[src/hw/rtl/wsh_pkg.sv]
// Shared types and constants for the windowed statistics and histogram unit.
// Used by every module under hw/rtl; depends on nothing else.
package wsh_pkg;

	localparam int CFG_IDX_W  = 1;
	localparam int CFG_DATA_W = 3;

	localparam logic [CFG_IDX_W-1:0] CFG_DECIM = 1'b0;
	localparam logic [CFG_IDX_W-1:0] CFG_PAUSE = 1'b1;

	localparam logic OP_SAMPLE = 1'b0;
	localparam logic OP_CLEAR  = 1'b1;

	localparam logic [2:0] DM_G1   = 3'd0;
	localparam logic [2:0] DM_G3   = 3'd1;
	localparam logic [2:0] DM_G15  = 3'd2;
	localparam logic [2:0] DM_G60  = 3'd3;
	localparam logic [2:0] DM_G180 = 3'd4;

	// Shared divider geometry.
	localparam int DIV_DW = 64;
	localparam int DIV_RW = 25;
	localparam int DIV_SW = 7;

	// Square root unit geometry.
	localparam int SQ_W     = 48;
	localparam int SQ_RW    = 24;
	localparam int SQ_STEPS = 24;
	localparam int SQ_CW    = 5;

	typedef enum logic [4:0] {
		S_IDLE, S_AVG, S_AVGW, S_WR, S_P1I, S_P1, S_MEAN, S_MEANW, S_SQ, S_SQW,
		S_VAR, S_SQRT, S_SQRTW, S_CLRI, S_CLR, S_HI, S_HRD, S_HMUL, S_HDIV, S_HDW,
		S_HBRD, S_HBWR, S_OI, S_ORD, S_OSHOW
	} state_t;

	typedef struct packed {
		logic take;
		logic avg_go;
		logic win_wr;
		logic p1_init;
		logic p1_run;
		logic mean_go;
		logic mean_lat;
		logic sq_go;
		logic var_calc;
		logic sqrt_go;
		logic std_lat;
		logic clr_init;
		logic clr_run;
		logic h_init;
		logic h_rd;
		logic h_mul;
		logic h_div;
		logic h_brd;
		logic h_bwr;
		logic o_init;
		logic o_rd;
		logic o_next;
	} cmd_t;

	typedef struct packed {
		logic emit;
		logic div_busy;
		logic sq_busy;
		logic p1_done;
		logic flat;
		logic h_more;
		logic k_last;
	} sts_t;

	function automatic logic [7:0] grp_size(input logic [2:0] mode);
		logic [7:0] r;
		unique case (mode)
			DM_G1:   r = 8'd1;
			DM_G3:   r = 8'd3;
			DM_G15:  r = 8'd15;
			DM_G60:  r = 8'd60;
			DM_G180: r = 8'd180;
			default: r = 8'd1;
		endcase
		return r;
	endfunction

endpackage

[src/hw/rtl/wsh_ctrl.sv]
// Sequencing state machine for the statistics and histogram unit.
// Depends on wsh_pkg; issues cmd_t to wsh_dp and reads its sts_t.
module wsh_ctrl import wsh_pkg::*; (
	input  logic clk,
	input  logic arst_n,
	input  logic in_valid,
	output logic in_ready,
	output logic out_valid,
	input  logic out_ready,
	output cmd_t cmd,
	input  sts_t sts
);

	state_t state_q;
	state_t state_nx;

	always_ff @(posedge clk or negedge arst_n) begin
		if (!arst_n) begin
			state_q <= S_IDLE;
		end else begin
			state_q <= state_nx;
		end
	end

	always_comb begin
		state_nx = state_q;
		unique case (state_q)
			S_IDLE:  if (in_valid && sts.emit) state_nx = S_AVG;
			S_AVG:   state_nx = S_AVGW;
			S_AVGW:  if (!sts.div_busy) state_nx = S_WR;
			S_WR:    state_nx = S_P1I;
			S_P1I:   state_nx = S_P1;
			S_P1:    if (sts.p1_done) state_nx = S_MEAN;
			S_MEAN:  state_nx = S_MEANW;
			S_MEANW: if (!sts.div_busy) state_nx = S_SQ;
			S_SQ:    state_nx = S_SQW;
			S_SQW:   if (!sts.div_busy) state_nx = S_VAR;
			S_VAR:   state_nx = S_SQRT;
			S_SQRT:  state_nx = S_SQRTW;
			S_SQRTW: if (!sts.sq_busy) state_nx = S_CLRI;
			S_CLRI:  state_nx = S_CLR;
			S_CLR:   if (sts.k_last) state_nx = sts.flat ? S_OI : S_HI;
			S_HI:    state_nx = S_HRD;
			S_HRD:   state_nx = S_HMUL;
			S_HMUL:  state_nx = S_HDIV;
			S_HDIV:  state_nx = S_HDW;
			S_HDW:   if (!sts.div_busy) state_nx = S_HBRD;
			S_HBRD:  state_nx = S_HBWR;
			S_HBWR:  state_nx = sts.h_more ? S_HRD : S_OI;
			S_OI:    state_nx = S_ORD;
			S_ORD:   state_nx = S_OSHOW;
			S_OSHOW: if (out_ready) state_nx = sts.k_last ? S_IDLE : S_ORD;
			default: state_nx = S_IDLE;
		endcase
	end

	always_comb begin
		cmd       = '0;
		in_ready  = 1'b0;
		out_valid = 1'b0;
		unique case (state_q)
			S_IDLE: begin
				in_ready = 1'b1;
				cmd.take = in_valid;
			end
			S_AVG:  cmd.avg_go = 1'b1;
			S_WR:   cmd.win_wr = 1'b1;
			S_P1I:  cmd.p1_init = 1'b1;
			S_P1:   cmd.p1_run = 1'b1;
			S_MEAN: cmd.mean_go = 1'b1;
			S_SQ: begin
				cmd.mean_lat = 1'b1;
				cmd.sq_go    = 1'b1;
			end
			S_VAR:  cmd.var_calc = 1'b1;
			S_SQRT: cmd.sqrt_go = 1'b1;
			S_CLRI: begin
				cmd.std_lat  = 1'b1;
				cmd.clr_init = 1'b1;
			end
			S_CLR:  cmd.clr_run = 1'b1;
			S_HI:   cmd.h_init = 1'b1;
			S_HRD:  cmd.h_rd = 1'b1;
			S_HMUL: cmd.h_mul = 1'b1;
			S_HDIV: cmd.h_div = 1'b1;
			S_HBRD: cmd.h_brd = 1'b1;
			S_HBWR: cmd.h_bwr = 1'b1;
			S_OI:   cmd.o_init = 1'b1;
			S_ORD:  cmd.o_rd = 1'b1;
			S_OSHOW: begin
				out_valid  = 1'b1;
				cmd.o_next = out_ready && !sts.k_last;
			end
			default: cmd = '0;
		endcase
	end

endmodule

[config.mk]
export PLATFORM = sky130hd
export DESIGN_NAME = wsh_ctrl
export DESIGN_NICKNAME = d
export VERILOG_FILES = /design/src/hw/rtl/wsh_pkg.sv /design/src/hw/rtl/wsh_ctrl.sv
export SDC_FILE = /design/constraint.sdc
export NUM_CORES = 1
export LEC_CHECK = 0
export BUFFER_PORTS_ARGS = -buffer_cell sky130_fd_sc_hd__clkbuf_2
export CORE_UTILIZATION = 46
export DETAILED_ROUTE_END_ITERATION = 8
export GPL_TIMING_DRIVEN = 0
export PLACE_DENSITY_LB_ADDON = 0.1
export SYNTH_ARGS = -nofsm -noshare
export SYNTH_HDL_FRONTEND = slang
export SYNTH_SLANG_ARGS = --single-unit
[constraint.sdc]
create_clock -name clk -period 2.1 [get_ports clk]
set_input_delay 0.42 -clock clk [delete_from_list [all_inputs] [get_ports clk]]
set_output_delay 0.42 -clock clk [all_outputs]
set_load 0.1 [all_outputs]
==> results of run 1 <==
==> metrics by stage <==
step	setup WS [ns]	hold WS, ns
after floorplan	-0.442	0.124
after global placement	-0.219	0.236
after detailed placement	-0.215	0.240
after CTS	-0.172	0.515
==> synthesized netlist by cell type, types with 3 or more instances <==
master    count  area, um2
buf_2         3       15.0
nor3_1        4       20.0
mux2_4        4       60.1
nand2_1       5       18.8
buf_6         4       45.0
nand2b_1      3       18.8
o21ai_0       4       20.0
dfrtp_1       5        125
nor2_1       20       75.1
a21oi_1       4       20.0
==> cell families after synthesis <==
logic type	count (synthesis)	share of synthesized area, %
buf+inv	13	13.0
mux	4	7.82
flops	5	16.3
compound gates	23	26.2
simple gates	50	36.6
==> what timing repair did <==
item / in CTS
endpoints found under the hold margin: 5
resized for setup: 46
setup endpoints to repair: 28
pin swaps: 5
hold buffers: 1
buffers inserted: 13
==> results.toml, run 1 <==
[global_route]
grt_max_degree = 11

[synth]
syn_nets = 106
seq_area_frac_synth_pct = 16.3
yosys_warnings = 0
ys_seq_elements = 5
synthFlopType = "dfrtp_1"
synth-async-reset-ratio_pct = 100
syn_avg_cell_area_um2 = 8.09
syn_inst = 95
synth_area_um2 = 768
ys_types = 40
synth_edf_count = 0

[die]
ios = 35
fp-row-count = 14
die_x_um = 42.9
initial_core_util_pct = 49.8
die_height_um = 42.9

[clock_tree]
htreeDepth = 1
numCtsBuffers = 3
cts_sinks = 5
root_buffer = "clkbuf_4"
clock_path_buffers = 2

[outcome]
status = "aborted with a tool error"
haltStage = "5_1_grt"
error_line = "[ERROR DPL-0038] Utilization greater than 100%, impossible to legalize"

[sta]
worst_endpoint = "cmd[0]"
worst-ep-kind = "output port"

[place]
place_area_um2 = 1080
gp_congestion = 0.948
dp_hpwl_mm = 1.52
port_buffers = 34
place_inst = 145
==> inputs of run 2 (changes only) <==
--- a/config.mk
+++ b/config.mk
@@ -6,10 +6,11 @@
 export NUM_CORES = 1
 export LEC_CHECK = 0
 export BUFFER_PORTS_ARGS = -buffer_cell sky130_fd_sc_hd__clkbuf_2
-export CORE_UTILIZATION = 46
+export CORE_AREA = 2 2 63 65
 export DETAILED_ROUTE_END_ITERATION = 8
+export DIE_AREA = 0 0 65 67
 export GPL_TIMING_DRIVEN = 0
-export PLACE_DENSITY_LB_ADDON = 0.1
+export PLACE_DENSITY_LB_ADDON = 0.15
 export SYNTH_ARGS = -nofsm -noshare
 export SYNTH_HDL_FRONTEND = slang
 export SYNTH_SLANG_ARGS = --single-unit
==> run 2 against run 1 <==
Synthesized cell count unchanged. Synthesized area unchanged. The flow now finishes, with violations (setup timing).
==> results.toml, run 2 <==
[clock_tree]
numCtsBuffers = 3
htreeDepth = 1
clk_pin_slew_worst_paths_ns = 0.03
cts_tree = "built"
root_buffer = "clkbuf_8"
worstSkewPairLatency_ns = 0.22
clock_path_buffers = 2
ctsHoldBuffers = 0
cts_sinks = 5

[synth]
netlist.area_leader.share_pct = 16.3
synth_commonest_cells = "20 x nor2_1, 5 x dfrtp_1, 5 x nand2_1"
synth_top_cell_by_area = "dfrtp_1"
yosys_warnings = 0
syn_avg_cell_area_um2 = 8.09
synth.most_common_cell = "nor2_1"
synthTopCellsByArea = "dfrtp_1 16%, nor2_1 9.8%, mux2_4 7.8%"
synthFlopType = "dfrtp_1"
seq_area_frac_synth_pct = 16.3
ys_types = 40
ys_seq_elements = 5
synth-async-reset-ratio_pct = 100
syn_inst = 95
synth_edf_count = 0
syn_nets = 106
synth_area_um2 = 768

[sta]
layout_min_cycle_time_ns = 2.15
worstMarginPinSlew_ns = 0.415
setup_slack_ns = -0.0454
skew_ns = 0.00143
slew_viol_final = 0
fmax_mhz = 466
finalSetupViolations = 2
layout_worst_path_cycle_share_pct = 102
slew_headroom_pct = 72.3
rsz0062_at_grt = "yes"
holdWs_ns = 0.0118
hold_violations = 0
setup_tns_ns = -0.0595

[global_route]
antenna_found_initial = 0
grt_max_degree = 11
grt_pass1_wl_mm = 4.04
grt_overflow = 0
grt_usage_pct = 11.9
grt_pass1_vias = 856

[cells_and_area]
fin_nets = 163
layout_commonest_cell = "buf_4"
largest_register_ffs = 5
num_antenna_cells = 0
largest-register = "state_q"
utilization_pct = 43.5
largest_registers = "state_q (5)"
layout_common_cells = "20 x buf_4, 10 x clkbuf_2, 10 x clkbuf_4"
fin_area_um2 = 1570
drive_gt1_share_pct = 68.9
synthToLayoutAreaGrowth_pct = 104

[worst_setup_path]
setup.worst_path.end = "cmd[0]"
ff2ff_setup_slack_ns = 0.06
timing.rr.end = "state_q[2]$_DFFE_PN0P_"
crit_fanout = 3
crit_type = "flip-flop to output port"
critical_path_required_ns = 1.68
crit_arrival_ns = 1.73
crit_start = "state_q[1]$_DFFE_PN0P_"
worst_setup_path_start_kind = "flip-flop"
rr_worst_depth = 8
crit_path_end_kind = "output port"
r2r_start = "state_q[1]$_DFFE_PN0P_"

[flow_run]
max_cap_viol_count = 0

[die]
ios = 35
initial_core_util_pct = 21.3
fp-row-count = 22
fp.dieArea_um2 = 4360
core_um2 = 3610
die_x_um = 65
die_height_um = 67

[worst_hold_path]
hold_class = "input pin to async pin"

[route]
wirelength_mm = 2.65
drt.antenna.violating_nets = 0
drc = 0
first_pass_iters = 4
num_vias = 905
wl_per_cell_um = 13.3
drt-vias-per-instance = 4.55
initialDrtViolationCount = 24

[place]
place_area_um2 = 1120
port_buffers = 34
dp_hpwl_mm = 1.87
gp_congestion = 0.711

[outcome]
violations = "setup timing"
status = "finished with violations"

[pwr]
power.leakage_nw = 0.647
powerDensity_nw_per_um2 = 1750
peakVddDrop_uv = 447
## run 2: cell counts after synthesis
Identical to the previous run, type by type.
## run 2: cell families after synthesis
logic type,after synthesis,synth area share [%]
buffers and inverters,13,13.0
AO/OA/AOI/OAI,23,26.2
multiplexers,4,7.82
flip-flops,5,16.3
AND/OR/NAND/NOR,50,36.6
## run 2: worst max-delay path, cell delays in order (launching register included)
cell	delay [ns]
dfrtp_2	0.39
or2_4	0.25
or3_4	0.42
nor3b_4	0.21
clkbuf_16	0.23
## run 2: worst min-delay path by stage
stage	from	end	slack, ns	depth (start not counted)
floorplan	arst_n	state_q[0]$_DFFE_PN0P_	0.12	0
global placement	arst_n	state_q[0]$_DFFE_PN0P_	0.24	1
detailed placement	arst_n	state_q[0]$_DFFE_PN0P_	0.24	1
CTS	arst_n	state_q[3]$_DFFE_PN0P_	0.009	1
global route	arst_n	state_q[0]$_DFFE_PN0P_	0.009	1
finish	arst_n	state_q[2]$_DFFE_PN0P_	0.01	1
## run 2: layout make-up
class / instances / area, um2
Clock buffer: 4 / 45.0
Fill cell: 354 / 2040
Timing Repair Buffer: 54 / 548
Tap cell: 48 / 60.1
Inverter: 3 / 15.0
Sequential cell: 5 / 128
Multi-Input combinational cell: 77 / 689
Buffer: 8 / 85.1
## run 2: what timing repair did
| action | CTS | global route |
|---|---|---|
| gates resized for setup | 45 | 19 |
| pin swaps | 2 | 8 |
| endpoints found under the setup margin | 28 | 23 |
| gates cloned | 0 | 0 |
| buffers inserted | 4 | 16 |
## run 2: per-layer routing
metal | track usage (%) | part of all wire (%) | vias to the layer above | wire, um
met4 | 0.798 | 0 | 0 | 0
met2 | 22.3 | 54 | 28 | 1430
met5 | 0 | 0 | - | 0
met1 | 14.9 | 42 | 425 | 1120
met3 | 1.69 | 4.0 | 0 | 105
li1 | - | - | 452 | -
## run 2: per-stage QoR
stage	total power, mW	setup slack (ns)	instances
floorplan	1.77	-0.442	95
global placement	2.06	-0.230	177
detailed placement	2.06	-0.233	177
CTS	2.45	-0.157	185
global route	2.89	-0.0986	199
finish	2.75	-0.0454	199
## run 2: power breakdown
group          total (mW)  internal (mW)  switching, mW  leakage, nW
Sequential          0.198          0.152         0.0461       0.0581
Clock               0.171          0.130         0.0414       0.0228
Combinational        2.38          0.981           1.40        0.566
Total                2.75           1.26           1.48        0.647
No activity file was read; power rests on OpenSTA's default activity.
==> inputs of run 3 (changes only) <==
--- a/config.mk
+++ b/config.mk
@@ -10,7 +10,6 @@
 export DETAILED_ROUTE_END_ITERATION = 8
 export DIE_AREA = 0 0 65 67
 export GPL_TIMING_DRIVEN = 0
-export PLACE_DENSITY_LB_ADDON = 0.15
 export SYNTH_ARGS = -nofsm -noshare
 export SYNTH_HDL_FRONTEND = slang
 export SYNTH_SLANG_ARGS = --single-unit
==> run 3 against run 2 <==
The flow still finishes with violations (setup timing). Critical path depth unchanged. Critical endpoint unchanged. Worst hold slack worse by 0.0024 ns. Combinational power down 5%. Sequential power down 4%. Non-clock buffer count down 6.
==> results.toml, run 3 (synthesis results as in run 2) <==
[clock_tree]
ctsHoldBuffers = 0
clock_path_buffers = 2
clk_pin_slew_worst_paths_ns = 0.04
numCtsBuffers = 3
cts_tree = "built"
htreeDepth = 1
cts_sinks = 5
worstSkewPairLatency_ns = 0.22
root_buffer = "clkbuf_8"

[cells_and_area]
fin_nets = 157
fin_area_um2 = 1520
utilization_pct = 42.1
layout_commonest_cell = "buf_4"
layout_common_cells = "18 x buf_4, 10 x clkbuf_2, 8 x clkbuf_4, 8 x nor2_1, 8 x nor2_4"
largest_register_ffs = 5
largest-register = "state_q"
num_antenna_cells = 0
largest_registers = "state_q (5)"
drive_gt1_share_pct = 69.0
synthToLayoutAreaGrowth_pct = 97.6

[place]
dp_slack_ns = -0.226
gp_congestion = 0.890
dp_hpwl_mm = 1.84
port_buffers = 34
place_area_um2 = 1120

[global_route]
antenna_found_initial = 0
grt_pass1_wl_mm = 3.69
grt_usage_pct = 10.7
grt_overflow = 0
grt_max_degree = 11
grt_pass1_vias = 854

[sta]
worstMarginPinSlew_ns = 0.302
layout_worst_path_cycle_share_pct = 102
rsz0062_at_grt = "yes"
fmax_mhz = 469
skew_ns = 0.00390
finalSetupViolations = 6
hold_violations = 0
slew_viol_final = 0
setup_slack_ns = -0.0327
slew_headroom_pct = 80.0
layout_min_cycle_time_ns = 2.13

[die]
initial_core_util_pct = 21.3
die_x_um = 65
ios = 35
fp.dieArea_um2 = 4360
fp-row-count = 22
die_height_um = 67
core_um2 = 3610

[worst_setup_path]
ff2ff_setup_slack_ns = -0.02
timing.rr.end = "state_q[1]$_DFFE_PN0P_"
critical_path_required_ns = 1.68
r2r_start = "state_q[1]$_DFFE_PN0P_"
crit_start = "state_q[1]$_DFFE_PN0P_"
crit_path_end_kind = "output port"
rr_worst_depth = 9
worst_setup_path_start_kind = "flip-flop"
crit_fanout = 3
crit_arrival_ns = 1.71
crit_slowest_cell = "dfrtp_2"
crit_chain = "or2_4 -> or3_4 -> nor3b_4 -> clkbuf_16"
crit_type = "flip-flop to output port"
cp_slowest_stage_delay_ns = 0.39

[outcome]
status = "finished with violations"
violations = "setup timing"

[route]
drt.antenna.violating_nets = 0
num_vias = 926
drc = 0
route.met3.wl_um = 175
initialDrtViolationCount = 28
wirelength_mm = 2.48
wl_per_cell_um = 12.9
top_layer = "met4"
met1_length_um = 952
wl_met2_mm = 1.33
first_pass_iters = 6
drt-vias-per-instance = 4.80

[pwr]
peakVddDrop_uv = 429
powerDensity_nw_per_um2 = 1730
power.leakage_nw = 0.620
p_total_mw = 2.62

[worst_hold_path]
hold_class = "input pin to async pin"

[flow_run]
max_cap_viol_count = 0
run 3: cell count changes in the layout (fill, tap and decap cells not counted), sizes merged:
| cell | delta |
|---|---|
| clkbuf | -3 |
| buf | -3 |
run 3: worst max path at each step:
stage	slack, ns	depth (start not counted)	endpoint
CTS	-0.10	5	cmd[0]
global placement	-0.20	5	cmd[0]
floorplan	-0.44	2	cmd[16]
finish	-0.03	4	cmd[0]
global route	-0.07	5	cmd[0]
detailed placement	-0.23	5	cmd[0]
run 3: through the flow:
stage                     TNS (ns)  hold slack, ns  instances
after floorplan              -3.47           0.124         95
after global placement      -0.580           0.232        177
after detailed placement    -0.818           0.237        177
after CTS                   -0.342         0.00879        187
after global routing        -0.408          0.0126        193
final                      -0.0777         0.00942        193
run 3: critical path: cells and delay by family (launching register included):
family | cells | cell delay, ns
and+or+nand+nor | 3 | 0.88
DFF | 1 | 0.39
buffers and inverters | 1 | 0.23
run 3: where the power goes:
group	leakage, nW	switching, mW	total [mW]	internal [mW]
combinational	0.540	1.38	2.26	0.877
sequential	0.0581	0.0396	0.191	0.151
clock	0.0228	0.0430	0.173	0.130
total	0.620	1.46	2.62	1.16
run 3: cell type report:
cell class              count  area, um2
fillers                   338       2090
clock buffers               4       45.0
multi-input cells          77        702
well taps                  48       60.1
repair buffers             47        485
flip-flops and latches      5        128
inverters                   3       15.0
plain buffers               9       82.6
run 3: what timing repair did:
action | in CTS | in global routing
setup buffers | 6 | 7
resized for setup | 43 | 26
pin swaps | 1 | 7
cloned | 0 | 0
endpoints found under the setup margin | 28 | 25
run 3: routing by layer:
metal / vias up / global-route usage (%)
met4: 0 / 3.99
li1: 447 / -
met1: 431 / 12.3
met2: 46 / 19.8
met3: 2 / 1.86
met5: - / 0
